===== config.mk =====
export PLATFORM = sky130hd
export DESIGN_NAME = gts_ram
export DESIGN_NICKNAME = d
export VERILOG_FILES = /design/src/hw/rtl/gts_ram.sv
export SDC_FILE = /design/constraint.sdc
export NUM_CORES = 1
export LEC_CHECK = 0
export BUFFER_PORTS_ARGS = -buffer_cell sky130_fd_sc_hd__buf_2
export CAP_MARGIN = 15
export CORE_MARGIN = 4
export CORE_UTILIZATION = 62
export DETAILED_ROUTE_END_ITERATION = 8
export HOLD_SLACK_MARGIN = 0.1
export PLACE_DENSITY = 0.79
export SLEW_MARGIN = 20
export SYNTH_ARGS = -nofsm -noshare
export SYNTH_HDL_FRONTEND = slang
export SYNTH_SLANG_ARGS = --single-unit

===== constraint.sdc =====
create_clock -name clk -period 2.7 [get_ports clk]
set_clock_uncertainty 0.15 [all_clocks]
set_input_delay 0.135 -clock clk [delete_from_list [all_inputs] [get_ports clk]]
set_output_delay 0.135 -clock clk [all_outputs]
set_load 0.005 [all_outputs]

===== src/hw/rtl/gts_ram.sv =====
// generic single-write, single-read synchronous ram with registered read
// no dependencies
module gts_ram #(
  parameter int WIDTH = 8,
  parameter int DEPTH = 64,
  localparam int AW = (DEPTH > 1) ? $clog2(DEPTH) : 1
) (
  input  logic             clk,
  input  logic             we,
  input  logic [AW-1:0]    waddr,
  input  logic [WIDTH-1:0] wdata,
  input  logic [AW-1:0]    raddr,
  output logic [WIDTH-1:0] rdata
);

  logic [WIDTH-1:0] mem [DEPTH];

  always_ff @(posedge clk) begin
    if (we) begin
      mem[waddr] <= wdata;
    end
    rdata <= mem[raddr];
  end

endmodule

==> qor.csv <==
metric,value,unit
status,"finished, final reports clean",
dp_hpwl,27600,um
synth_ff_type,edfxtp_1,
synth_top_area_cell,edfxtp_1,
track_usage,0.259,
grt_start_max_net_pins,65,
start_util,0.634,
synth-compound-area-share,0.0207,
maxCapViolCount,0,
synth_edf_count,512,
die_width,188,um
viasPerCell,6.59,
postSynthAreaPerCell,21.5,sq um
cp_slowest_cell,dlygate4sd3_1,
p_per_area,712,nW/um^2
synth_area_leaders,"edfxtp_1 (76%), mux4_2 (14%), nor2_1 (1.5%)",
diodes,0,
clk_latency,0.56,ns
r2r-start,mem[24][6],
yosysSeqAreaShare,0.770,
place.gp.congestion,0.888,
cp_max_fo,7,
max_freq,0.401,GHz
path_delay_family,buffers and inverters,
cp_cell_sequence,dlygate4sd3_1 -> buf_2 -> nor2b_1 -> nand4_1 -> dlygate4sd3_1 -> nor2_1 -> buf_4,
worstPathBufferInverterCount,4,
fillers,1700,
drive_gt1_frac,0.302,
layoutNonFillerInstCount,1566,
num_vias,10314,
yosysUniqueCellTypes,40,
pin_count,30,
min_from,wdata[1],
cts.sinks,520,
nets,1117,
synth_xor_area_frac,0,
grt_overflow,0,
dp_slack,0.000725,ns
slew-limit-headroom,0.366,
drt-total-wl,45000,um
ir_drop,0.730,mV
leakagePower,0.00750,uW
die_h,188,um
worst_setup_path_end_kind,register,
dp.cells,1462,
setup_ws,0.205,ns
fin_util,0.730,
setup_viol,0,
core,31800,sq um
ys_seq_elements,520,
synthCells,940,
period_share,0.924,
grt_pass1_wl,68000,um
synth_top_family_by_area,multiplexers,
clockBufferDepth,3,
grt_antenna_before_repair,1,
fin_setup_tns,0,ns
syn2layout_area_growth,15.1,%
hp-class,primary input to register,
wl_per_cell,28.7,um
startpoint_type,primary input,
detail_route.iter0.violations,1471,
synth_fp_nets,962,
worst_hold_slack,0.103,ns
ant_nets,0,
synth_adder_area_share,0,
muxShareOfSynthArea,0.159,
synth_warnings,0,
rsz0062_at_grt,false,
die_area,35500,sq um
numCtsBuffers,49,
drt_pre_antenna_iters,5,
path_clk_slew,0.06,ns
min_period,2.49,ns
tritoncts,done,
yosys.area.top_type_share,0.762,
worst_ep_arrival_time,2.60,ns
slew_violations,0,
h-tree-depth,2,
hold_viol,0,
path_class,primary input to register,
io_buffers,29,
crit_path_start,waddr[3],
drc,0,
post-cts-setup-buffers,0,
std_cell_rows,65,
cp.required,2.81,ns
synth-simple-area-share,0.0339,
grt_pass1_vias,10486,
worstMarginPinSlew,0.948,ns
cts_root_buf,clkbuf_16,
async_reset_ff_frac,0,
netlist_area,20200,sq um
slowest_delay,0.64,ns
cp_common_cell,dlygate4sd3_1,
[registers in the layout, indices dropped and copies added, names as in the netlist]
register,cells
mem,512
rdata,8
[Yosys cell counts (4+ instances only)]
master      n
mux2i_1    23
dfxtp_1     8
nand3_1    13
o221ai_1    8
o22ai_1     8
buf_6       4
nand2_1    19
mux2_2     13
nor2_1     83
a211oi_1    4
nand2b_1    7
mux4_2    126
edfxtp_1  512
buf_4      13
buf_1       4
nor2b_1    14
nor3_1      7
clkbuf_1   17
a221oi_1    6
buf_2      11
[area by class of cell]
type	instances	area, sq um	share of cell area
clock buffers	67	1360	0.0585
clock inverters	20	190	0.00820
multi-input cells	369	4320	0.186
flip-flops and latches	520	15500	0.670
well taps	435	544	0.0235
repair buffers	155	1260	0.0544
[where the power goes]
group | internal [uW] | switching [uW] | total (uW) | leakage [uW]
clock network | 3880 | 2790 | 6670 | 0.000753
registers | 8930 | 28.5 | 8960 | 0.00467
logic | 361 | 519 | 881 | 0.00207
total | 13200 | 3340 | 16500 | 0.00750
[logic make-up after synthesis]
family                 after synthesis
muxes                              162
buffers and inverters               51
AOI/OAI and AO/OA                   54
DFF                                520
and+or+nand+nor                    153
[per-stage QoR]
step                power, uW  instance area, sq um
floorplan                9600                 20200
global placement         9960                 21500
detailed placement       9990                 21500
CTS                     16600                 23200
global route            17000                 23200
finish                  16500                 23200
[timing repair]
| action | in CTS | in global routing |
|---|---|---|
| resized for setup | 0 | 0 |
| hold endpoints to repair | 212 | 64 |
| hold buffers | 16 | 1 |
[final timing paths]
| kind | end | slack (ns) | cells past startpoint |
|---|---|---|---|
| setup / recovery | mem[55][6] | 0.21 | 7 |
| hold / removal | mem[18][1] | 0.10 | 2 |
| setup reg to reg | rdata[6] | 0.36 | 5 |
| hold reg to reg | rdata[4] | 0.69 | 3 |
[layout by cell type, fill, tap and decap left out, types with 6 or more instances in the layout]
cell type,n
nand2b_1,7
mux2i_1,23
mux2_2,13
dlygate4sd3_1,17
nor2b_1,14
nand2_1,19
mux4_2,126
edfxtp_1,512
buf_2,25
nor2_1,83
dfxtp_1,8
a221oi_1,6
o22ai_1,8
nor3_1,7
clkbuf_16,51
clkbuf_1,14
buf_4,103
o221ai_1,8
clkinv_1,11
nand3_1,13
buf_12,9
[layer usage]
layer | vias to the layer above | global-route usage | share of wire | routed length [um]
li1 | 4240 | - | - | -
met1 | 5367 | 0.384 | 0.38 | 17100
met2 | 599 | 0.401 | 0.49 | 21900
met3 | 106 | 0.0437 | 0.097 | 4350
met4 | 2 | 0.0942 | 0.036 | 1600
met5 | - | 0 | 0.00024 | 11
(Power assumes the default switching activity.)
